**src/rtl/eale_pkg.sv**
```systemverilog
// eale_pkg: shared types, sizes and codes for the exec allowlist engine
// no dependencies; used by every module under rtl
package eale_pkg;

	localparam int MON_ENTRIES = 1024;
	localparam int TRK_ENTRIES = 1024;
	localparam int ALW_ENTRIES = 8192;

	localparam int MON_AW = $clog2(MON_ENTRIES);
	localparam int TRK_AW = $clog2(TRK_ENTRIES);
	localparam int ALW_AW = $clog2(ALW_ENTRIES);
	localparam int MAX_AW = (ALW_AW > MON_AW) ? ((ALW_AW > TRK_AW) ? ALW_AW : TRK_AW)
		: ((MON_AW > TRK_AW) ? MON_AW : TRK_AW);
	localparam int IDX_W = MAX_AW + 1;

	localparam int WIN_W = 40;
	localparam logic [WIN_W-1:0] WIN_RESET = 40'd30000000000;

	localparam logic FUNC_EXEC = 1'b0;
	localparam logic FUNC_ADD = 1'b1;

	localparam logic [1:0] MODE_LEARN = 2'd0;
	localparam logic [1:0] MODE_STABLE = 2'd1;
	localparam logic [1:0] MODE_ENFORCE = 2'd2;

	localparam logic REG_LEARN = 1'b0;
	localparam logic REG_GRACE = 1'b1;

	typedef enum logic [1:0] {
		K_ADD = 2'd0,
		K_NOFILE = 2'd1,
		K_FILE = 2'd2
	} kind_t;

	typedef struct packed {
		kind_t kind;
		logic [63:0] cgroup_id;
		logic [31:0] device_number;
		logic [63:0] inode_number;
		logic [63:0] now_time;
	} item_t;

	typedef struct packed {
		logic deny;
		logic monitored;
		logic [1:0] mode_after;
		logic newly_learned;
		logic table_full;
	} res_t;

	typedef struct packed {
		logic [63:0] group;
		logic [1:0] mode;
		logic [63:0] last_new;
	} trk_t;

	typedef struct packed {
		logic [63:0] group;
		logic [31:0] device;
		logic [63:0] inode;
	} alw_t;

endpackage

```
**src/rtl/eale_front.sv**
```systemverilog
// eale_front: accepts input beats, classifies them and holds them in a two-deep queue
// depends on eale_pkg
module eale_front (
	input  logic clk,
	input  logic arst_n,
	input  logic in_valid,
	output logic in_ready,
	input  logic func,
	input  logic [63:0] cgroup_id,
	input  logic has_file,
	input  logic [31:0] device_number,
	input  logic [63:0] inode_number,
	input  logic [63:0] now_time,
	output logic q_valid,
	output eale_pkg::item_t q_item,
	input  logic q_pop
);

	eale_pkg::item_t slot_q [2];
	eale_pkg::item_t item_c;
	logic wr_ptr_q;
	logic rd_ptr_q;
	logic [1:0] cnt_q;
	logic push;

	// classify: add command, exec without file, exec with file
	always_comb begin
		item_c.cgroup_id = cgroup_id;
		item_c.device_number = device_number;
		item_c.inode_number = inode_number;
		item_c.now_time = now_time;
		if (func == eale_pkg::FUNC_ADD) begin
			item_c.kind = eale_pkg::K_ADD;
		end else if (has_file) begin
			item_c.kind = eale_pkg::K_FILE;
		end else begin
			item_c.kind = eale_pkg::K_NOFILE;
		end
	end

	assign in_ready = (cnt_q != 2'd2);
	assign push = in_valid && in_ready;
	assign q_valid = (cnt_q != 2'd0);
	assign q_item = slot_q[rd_ptr_q];

	always_ff @(posedge clk) begin
		if (push) begin
			slot_q[wr_ptr_q] <= item_c;
		end
	end

	always_ff @(posedge clk or negedge arst_n) begin
		if (!arst_n) begin
			wr_ptr_q <= 1'b0;
			rd_ptr_q <= 1'b0;
			cnt_q <= 2'd0;
		end else begin
			if (push) begin
				wr_ptr_q <= ~wr_ptr_q;
			end
			if (q_pop) begin
				rd_ptr_q <= ~rd_ptr_q;
			end
			cnt_q <= cnt_q + {1'b0, push} - {1'b0, q_pop};
		end
	end

endmodule

```
**config.mk**
```make
export PLATFORM = sky130hd
export DESIGN_NAME = eale_front
export DESIGN_NICKNAME = d
export VERILOG_FILES = /design/src/rtl/eale_pkg.sv /design/src/rtl/eale_front.sv
export SDC_FILE = /design/constraint.sdc
export NUM_CORES = 1
export LEC_CHECK = 0
export BUFFER_PORTS_ARGS = -buffer_cell sky130_fd_sc_hd__buf_2
export CORE_MARGIN = 5
export CORE_UTILIZATION = 42
export DETAILED_ROUTE_END_ITERATION = 12
export GPL_TIMING_DRIVEN = 0
export PLACE_DENSITY = 0.75
export SYNTH_ARGS = -nofsm -noshare
export SYNTH_HDL_FRONTEND = slang
export SYNTH_SLANG_ARGS = --single-unit
```
**constraint.sdc**
```tcl
create_clock -name clk -period 13.46 [get_ports clk]
set_clock_uncertainty 0.1 [all_clocks]
set_input_delay 2.019 -clock clk [delete_from_list [all_inputs] [get_ports clk]]
set_output_delay 2.019 -clock clk [all_outputs]
set_load 0.01 [all_outputs]
```
==> metrics.yaml, run 1 <==
cells_and_area:
  multi_input_comb_area_sq_um: 2780
  area_delta_synth_final_pct: 27.5
  seqCellArea_sq_um: 13700
  drive_gt1_share_pct: 61.7
  fillers: 3043
  fin_nets: 1468
power:
  finalPower_mw: 4.63
  p_per_area_nw_per_um2: 219
  vdd_drop_max_uv: 151
  p_leak_nw: 7.99
worst_setup_path:
  crit_family: "buffers and inverters"
  r2r_cells: 4
  critPathBufInv: 3
  cp.depth: 4
  crit-reg2reg-launch: "cnt_q[0]"
  crit_slowest_cell: "buf_2"
  max_stage_delay_ns: 0.39
  r2r_slack_ns: 10.90
  end_kind: "primary output"
  endpoint: "q_item[94]"
  path_cells: "buf_2 > buf_4 > mux2_2 > buf_2"
  crit_required_ns: 11.34
  cp_common_cell: "buf_2"
  crit_start: "rd_ptr_q"
  path_class: "flop to primary output"
  crit_path_max_fanout: 10
  crit_path_start_kind: "flop"
  worstReg2RegEnd: "slot_q[1][2]"
  crit_arrival_ns: 2.10
synth:
  synth_area_per_cell_sq_um: 23.0
  synth_most_common_cell: "edfxtp_1"
  synth-seq-area-share_pct: 82.3
  async_reset_ff_share_pct: 0.877
  synthFlopType: "edfxtp_1"
  synth-edff-count: 452
  synth_cell_type_count: 19
  synthCells: 722
  ys_warn_count: 0
  syn_area_sq_um: 16600
  synth_commonest_cells: "edfxtp_1, mux2_2, mux2_4"
  synth.net_count: 953
  ys_ff_latch: 456
  synth_top_area_share_pct: 81.7
  yosys-top-cells-area: "edfxtp_1, mux2_2, mux2_4"
  yosys.area.top_type: "edfxtp_1"
timing:
  rsz0062_at_grt: "no"
  fin_crit_sh_pct: 31.4
  finalSetupViolations: 0
  holdWs_ns: 0.451
  slew_viol_final: 0
  max_clock_freq_mhz: 237
  tightest_slew_ns: 0.853
  hold_viol_final: 0
  tns_ns: 0
  slew_headroom_pct: 43.1
  finalCriticalPeriod_ns: 4.22
clocking:
  ctsRootBufferMaster: "clkbuf_16"
  cts_setup_buffers: 0
  clk_latency_ns: 0.56
  cts_buffers: 45
  cts.sinks: 456
  cts_hold_buf: 0
  cts_max_path_buffers: 3
  clkSlewWorstSetupHoldPaths_ns: 0.06
  cts-resized-gates: 0
  htree_num_levels: 2
  cts_tree: "yes"
outcome:
  status: "finished, final reports clean"
die:
  io_pins: 458
  die_w_um: 209
  die_y_um: 209
  coreArea_sq_um: 38900
  num_rows: 72
  start_util_pct: 42.7
  dieArea_sq_um: 43600
route:
  viasPerCell: 4.83
  routed_wl_mm: 36.8
  dr.pass1.iters: 4
  vias: 8629
  drc_errors: 0
  drt_iter0_markers: 337
  ant_nets: 0
  wl_per_cell_um: 20.6
grt:
  antenna_found_initial: 10
  met3_usage_pct: 5.82
  grt_pass1_vias: 9211
  grt_pass1_wl_mm: 54.3
  track_usage_pct: 16.2
  busiest_layer: "met2"
  grt_max_degree: 64
  grt-ovfl-total: 0
  grt_util_met1_pct: 18.9
  gr-usage-met2_pct: 27.4
job:
  cap_violations: 0
place:
  finalWeightedCongestion: 0.835
  port_buffers: 457
  hpwl_mm: 26.1
min_path:
  hold_class: "flop to flop"
[worst reg2reg max path, stage by stage (launching register included)]
cell	delay (ns)
dfrtp_1	0.39
nand2b_1	0.17
and3_4	0.76
buf_16	0.38
buf_16	0.34
[report_power, final]
group	internal, mW	switching [mW]
Sequential	1.94	0.0669
Clock	0.673	0.491
Combinational	0.666	0.797
Total	3.28	1.36
[per-layer routing]
| layer | vias up | wire length (um) |
|---|---|---|
| li1 | 3926 | - |
| met2 | 358 | 18600 |
| met4 | 10 | 1120 |
| met3 | 75 | 3430 |
| met1 | 4260 | 13600 |
| met5 | - | 81 |
[cell families after synthesis]
| family | synth area share, % |
|---|---|
| AOI/OAI and AO/OA | 0.0903 |
| xor gates and xnor gates | 0.211 |
| and+or+nand+nor | 0.264 |
| DFF | 82.3 |
| muxes | 16.0 |
| adders and majority gates | 0.0753 |
| buffers and inverters | 1.07 |
[sequential cells by signal, indices dropped and copies added, names as in the netlist]
signal and cells:
slot_q 452, cnt_q 2, rd_ptr_q 1, wr_ptr_q 1
[through the flow]
stage               util (%)  area (sq um)  cells  setup WS, ns
finish                  54.4         21200   1788          9.24
detailed placement      50.9         19800   1708          9.28
global route            54.4         21200   1788          9.11
global placement        50.2         19600   1697         -4.63
floorplan                  -         16600    722          1.05
CTS                     54.4         21200   1783          9.12
[worst min path at each step]
| stage | from | to | slack, ns | depth (start not counted) |
|---|---|---|---|---|
| finish | wr_ptr_q | wr_ptr_q | 0.45 | 1 |
| global route | cnt_q[0] | cnt_q[0] | 0.48 | 1 |
| CTS | wr_ptr_q | wr_ptr_q | 0.46 | 1 |
| detailed placement | wr_ptr_q | wr_ptr_q | 0.45 | 1 |
| global placement | wr_ptr_q | wr_ptr_q | 0.38 | 1 |
| floorplan | wr_ptr_q | wr_ptr_q | 0.36 | 1 |
[layout by cell type (no fill, tap or decap), drive strengths merged]
master    count
dfrtp         4
diode         5
inv           2
bufinv        2
and3          1
nor2          2
edfxtp      452
buf         493
xor2          1
clkinv       11
a21bo         1
a21oi         1
clkinvlp      2
ha            1
nand2b        1
clkbuf       58
nor2b         1
xnor2         3
or2           1
mux2        226
nor3b         1
nand2         1
[cell type report]
type                    instances  area share [%]
flip-flops and latches        456            64.5
multi-input cells             241            13.1
repair buffers                468            12.0
clock buffers                  58            5.75
well taps                     518            3.06
plain buffers                  25           0.839
clock inverters                17           0.662
diodes                          5          0.0591
Note: power is estimated with default switching activity, not from simulation.
==> run 2: changes to the inputs <==
Clock period 13.46 ns to 4 ns, I/O delays scaled along.
==> run 2 against run 1 <==
Effect of this change: utilization is 0.27 points higher; via count is 0.23% higher; first-iteration DRC count is 11% higher; clock power grew to 3.5 times the previous value; critical path type unchanged; critical endpoint is now q_item[218]; largest power group unchanged.
==> metrics.yaml, run 2 (synthesis gave the netlist of run 1 again) <==
outcome:
  status: "finished, final reports clean"
route:
  ant_nets: 0
  drc_errors: 0
  routed_wl_mm: 36.7
  wl_per_cell_um: 20.4
  viasPerCell: 4.82
  drt_iter0_markers: 374
  dr.pass1.iters: 4
  vias: 8649
worst_setup_path:
  path_class: "flop to primary output"
  crit_path_start_kind: "flop"
  crit_slowest_cell: "buf_2"
  max_stage_delay_ns: 0.43
  crit_family: "buffers and inverters"
  end_kind: "primary output"
  cp_common_cell: "buf_2"
  path_cells: "buf_4 > buf_2 > mux2_2 > buf_2"
  crit_path_max_fanout: 10
  critPathBufInv: 3
  crit_arrival_ns: 2.12
  crit_required_ns: 3.30
timing:
  rsz0062_at_grt: "no"
  fin_crit_sh_pct: 70.6
  slew_viol_final: 0
  worst_slack_ns: 1.18
  tightest_slew_ns: 0.973
  finalCriticalPeriod_ns: 2.82
  max_clock_freq_mhz: 354
  holdWs_ns: 0.132
  finalSetupViolations: 0
  hold_viol_final: 0
  tns_ns: 0
  slew_headroom_pct: 35.0
clocking:
  cts_buffers: 46
  clkSlewWorstSetupHoldPaths_ns: 0.06
  cts_tree: "yes"
  cts-resized-gates: 0
  cts_max_path_buffers: 3
  cts.sinks: 456
  ctsRootBufferMaster: "clkbuf_16"
  clk_latency_ns: 0.55
  htree_num_levels: 2
die:
  dieArea_sq_um: 43600
  num_rows: 72
  coreArea_sq_um: 38900
  die_y_um: 209
  die_w_um: 209
  start_util_pct: 42.7
  io_pins: 458
cells_and_area:
  fin_nets: 1471
  top_regs: "slot_q (452), cnt_q (2)"
  final_common_cell: "buf_2"
  drive_gt1_share_pct: 61.9
  final_cell_mix: "buf_2, edfxtp_1, mux2_2"
  fin_cells: 1795
  largest_register_ffs: 452
  seqCellArea_sq_um: 13700
  fillers: 3034
  area_delta_synth_final_pct: 28.1
  postLayoutCellArea_sq_um: 21300
  largest-register: "slot_q"
  fin_util_pct: 54.7
  multi_input_comb_area_sq_um: 2800
place:
  hpwl_mm: 26.1
  place_inst: 1709
  post_dp_cell_area_sq_um: 19900
  dp_slack_ns: 1.04
  finalWeightedCongestion: 0.813
  port_buffers: 457
power:
  finalPower_mw: 15.7
  p_per_area_nw_per_um2: 739
  vdd_drop_max_uv: 470
  p_leak_nw: 8.03
job:
  cap_violations: 0
grt:
  grt-ovfl-total: 0
  grt_pass1_vias: 9268
  antenna_found_initial: 7
  grt_pass1_wl_mm: 54.6
  grt_max_degree: 66
  track_usage_pct: 16.1
min_path:
  hold_class: "primary input to flop"
==> run 2: changes by cell type in the layout (fill, tap and decap cells not counted), sizes merged <==
cell / delta
inv: -2
buf: +1
clkinv: +3
clkbuf: +4
dlygate4sd3: +1
==> run 2: path summary, 6_finish.rpt <==
check,from,endpoint,slack (ns),depth (start not counted)
max in group asynchronous,arst_n,cnt_q[0],3.36,2
max reg2reg,cnt_q[0],slot_q[0][37],1.26,7
min reg2reg,cnt_q[0],cnt_q[0],0.45,1
max,rd_ptr_q,q_item[218],1.18,4
min,inode_number[36],slot_q[0][100],0.13,1
min in group asynchronous,arst_n,wr_ptr_q,0.32,2
==> run 2: worst register-to-register path, cell delays in order, from the launching register on <==
cell      delay (ns)
dfrtp_1         0.38
nand2b_2        0.21
nand2_8         0.08
nor2_4          0.76
buf_12          0.30
buf_16          0.21
buf_12          0.20
buf_16          0.19
==> run 2: metal layers <==
| metal | track usage [%] | share of wire [%] | routed length (um) | up-vias |
|---|---|---|---|---|
| met5 | 0 | 0.15 | 54 | - |
| met4 | 6.08 | 3.0 | 1120 | 6 |
| met3 | 5.50 | 8.6 | 3160 | 79 |
| li1 | - | - | - | 3931 |
| met1 | 18.2 | 36 | 13200 | 4299 |
| met2 | 28.4 | 52 | 19100 | 334 |
==> run 2: repair_timing <==
item                      CTS  global route
hold endpoints to repair    4             0
buffers inserted            0             0
hold buffers                1             0
==> run 2: layout make-up <==
cell class	count	share of cell area, %
multi-input cells	241	13.1
flip-flops and latches	456	64.2
plain buffers	25	0.835
clock inverters	18	0.647
diodes	5	0.0588
repair buffers	470	12.1
clock buffers	62	5.99
well taps	518	3.04
==> run 2: where the power goes <==
group          internal, mW  switching (mW)  total, mW
clock                  2.35            1.66       4.01
combinational          2.26            2.71       4.97
sequential             6.52           0.225       6.74
total                  11.1            4.59       15.7
==> run 3: changes to the inputs <==
Settings changed: ABC_AREA from default to 1.
Clock period 4 ns to 2.6 ns, I/O delays scaled along.
==> run 3 against run 2 <==
Effect of this change: die area about the same; register-to-register slack got worse by 0.97 ns; sequential share of layout area decreased by 6.6 points; worst setup slack got worse by 1.0 ns; clock-buffer cell count decreased by 3; synthesized cell count increased by 1.5%; utilization increased by 6.3 points; design area increased by 11%; critical path depth increased by 1; first-iteration DRC count increased by 34%; combinational power increased by 63%; wire length increased by 15%; critical endpoint is now q_item[203]; largest power group unchanged.
==> metrics.yaml, run 3 <==
worst_setup_path:
  cp.depth: 5
  crit_required_ns: 2.11
  crit_arrival_ns: 1.98
  r2r_cells: 8
  path_cells: "buf_6 > buf_6 > buf_6 > mux2_4 > buf_2"
  crit-reg2reg-launch: "cnt_q[0]"
  crit_family: "buffers and inverters"
  max_stage_delay_ns: 0.37
  crit_path_max_fanout: 10
  end_kind: "primary output"
  crit_path_start_kind: "flop"
  r2r_slack_ns: 0.29
  path_class: "flop to primary output"
  crit_start: "rd_ptr_q"
  crit_slowest_cell: "dfrtp_1"
  cp_common_cell: "buf_6"
  critPathBufInv: 4
  endpoint: "q_item[203]"
  worstReg2RegEnd: "slot_q[1][14]"
clocking:
  htree_num_levels: 2
  clk_latency_ns: 0.54
  cts.sinks: 456
  clkSlewWorstSetupHoldPaths_ns: 0.06
  cts_max_path_buffers: 3
  cts_tree: "yes"
  ctsRootBufferMaster: "clkbuf_16"
  cts_buffers: 46
synth:
  async_reset_ff_share_pct: 0.877
  synth.net_count: 964
  synthFlopType: "edfxtp_1"
  synth_cell_type_count: 15
  ys_warn_count: 0
  ys_ff_latch: 456
  yosys.area.top_type: "edfxtp_1"
  yosys-top-cells-area: "edfxtp_1, mux2_2, mux2_4"
  synth-seq-area-share_pct: 82.2
  synth_commonest_cells: "edfxtp_1, mux2_2, mux2_4"
  synth_top_area_share_pct: 81.6
  syn_area_sq_um: 16600
  synth_area_per_cell_sq_um: 22.7
  synth-edff-count: 452
  synthCells: 733
  synth_most_common_cell: "edfxtp_1"
route:
  dr.pass1.iters: 4
  wl_per_cell_um: 20.6
  viasPerCell: 4.83
  vias: 9839
  ant_nets: 0
  drc_errors: 0
  routed_wl_mm: 42.0
  drt_iter0_markers: 501
power:
  finalPower_mw: 25.0
  p_leak_nw: 9.10
  p_per_area_nw_per_um2: 1060
  vdd_drop_max_uv: 859
outcome:
  status: "finished, final reports clean"
cells_and_area:
  area_delta_synth_final_pct: 42.7
  fin_util_pct: 61.0
  drive_gt1_share_pct: 52.2
  final_cell_mix: "buf_2, edfxtp_1, dlygate4sd3_1"
  top_regs: "slot_q (452), cnt_q (2)"
  final_common_cell: "buf_2"
  fin_nets: 1716
  fillers: 2691
  largest-register: "slot_q"
  largest_register_ffs: 452
place:
  finalWeightedCongestion: 0.784
  port_buffers: 457
  dp_slack_ns: -0.185
  hpwl_mm: 26.7
timing:
  tightest_slew_ns: 0.808
  fin_crit_sh_pct: 94.9
  slew_viol_final: 0
  rsz0062_at_grt: "no"
  hold_viol_final: 0
  finalCriticalPeriod_ns: 2.47
  finalSetupViolations: 0
  max_clock_freq_mhz: 405
  worst_slack_ns: 0.133
  holdWs_ns: 0.0904
  slew_headroom_pct: 46.1
die:
  coreArea_sq_um: 38900
  dieArea_sq_um: 43700
  die_y_um: 209
  die_w_um: 209
  num_rows: 72
  start_util_pct: 42.7
  io_pins: 458
job:
  cap_violations: 0
min_path:
  hold_class: "primary input to flop"
grt:
  track_usage_pct: 18.8
  grt_pass1_wl_mm: 64.0
  grt_max_degree: 34
  grt-ovfl-total: 0
  antenna_found_initial: 3
  grt_pass1_vias: 10886
[run 3: cell count changes after synthesis, sizes merged, moves of 3 or more]
cell   delta
inv       +6
nand2     +9
nor2      +3
xnor2     -3
[run 3: final cells by class]
| class | count | area (sq um) | area share, % |
|---|---|---|---|
| clock inverter | 22 | 229 | 0.965 |
| sequential | 456 | 13700 | 57.6 |
| antenna | 2 | 5.00 | 0.0211 |
| multi-input combinational | 247 | 2780 | 11.7 |
| timing repair buffer | 703 | 4910 | 20.7 |
| tap | 518 | 648 | 2.73 |
| inverter | 6 | 22.5 | 0.0949 |
| clock buffer | 59 | 1260 | 5.33 |
| buffer | 25 | 188 | 0.791 |
[run 3: worst min-delay path: stages]
cell	delay, ns
buf_2	0.13
a21oi_1	0.08
nor2_1	0.09
[run 3: how the worst min path moves through the flow]
stage	from	to	cells after the start
floorplan	arst_n	cnt_q[0]	0
global placement	arst_n	cnt_q[0]	1
detailed placement	arst_n	cnt_q[0]	1
CTS	in_valid	wr_ptr_q	3
global route	arst_n	rd_ptr_q	2
finish	in_valid	wr_ptr_q	3
[run 3: routing by layer]
metal  global-route usage (%)  up-vias  wire, um
met1                     21.6     4874     15500
met3                     5.44       87      3310
met5                        0        -         0
met2                     33.4      463     21900
met4                     7.11        0      1270
li1                         -     4415         -
[run 3: cells by family (layout without fill, tap and decap cells)]
logic type | Yosys count | after routing | synth area share, %
mux | 226 | 226 | 16.0
compound gates | 1 | 1 | 0.0301
other cells | 0 | 2 | 0
xor+xnor | 1 | 1 | 0.0527
buf+inv | 31 | 815 | 1.20
flops | 456 | 456 | 82.2
fa+ha+maj | 1 | 1 | 0.0752
simple gates | 17 | 18 | 0.414
[run 3: power by group]
| group | internal, mW | switching (mW) |
|---|---|---|
| clock network | 3.91 | 2.63 |
| logic | 3.75 | 4.36 |
| registers | 10.0 | 0.389 |
| total | 17.7 | 7.38 |
[run 3: stage by stage]
| step | cells | setup TNS [ns] | cell area, sq um |
|---|---|---|---|
| finish | 2038 | 0 | 23700 |
| global route | 2038 | 0 | 23700 |
| CTS | 2034 | 0 | 23700 |
| detailed placement | 1723 | -5.78 | 19900 |
| global placement | 1708 | -1627.85 | 19600 |
| floorplan | 733 | -846.82 | 16700 |
[run 3: timing repair]
| item | in CTS | in global routing |
|---|---|---|
| gates resized for setup | 1 | 2 |
| pin swaps | 1 | 1 |
| buffers inserted | 0 | 2 |
| hold buffers | 229 | 0 |
| endpoints found under the hold margin | 458 | 0 |
| endpoints found under the setup margin | 118 | 54 |
| cloned | 1 | 0 |
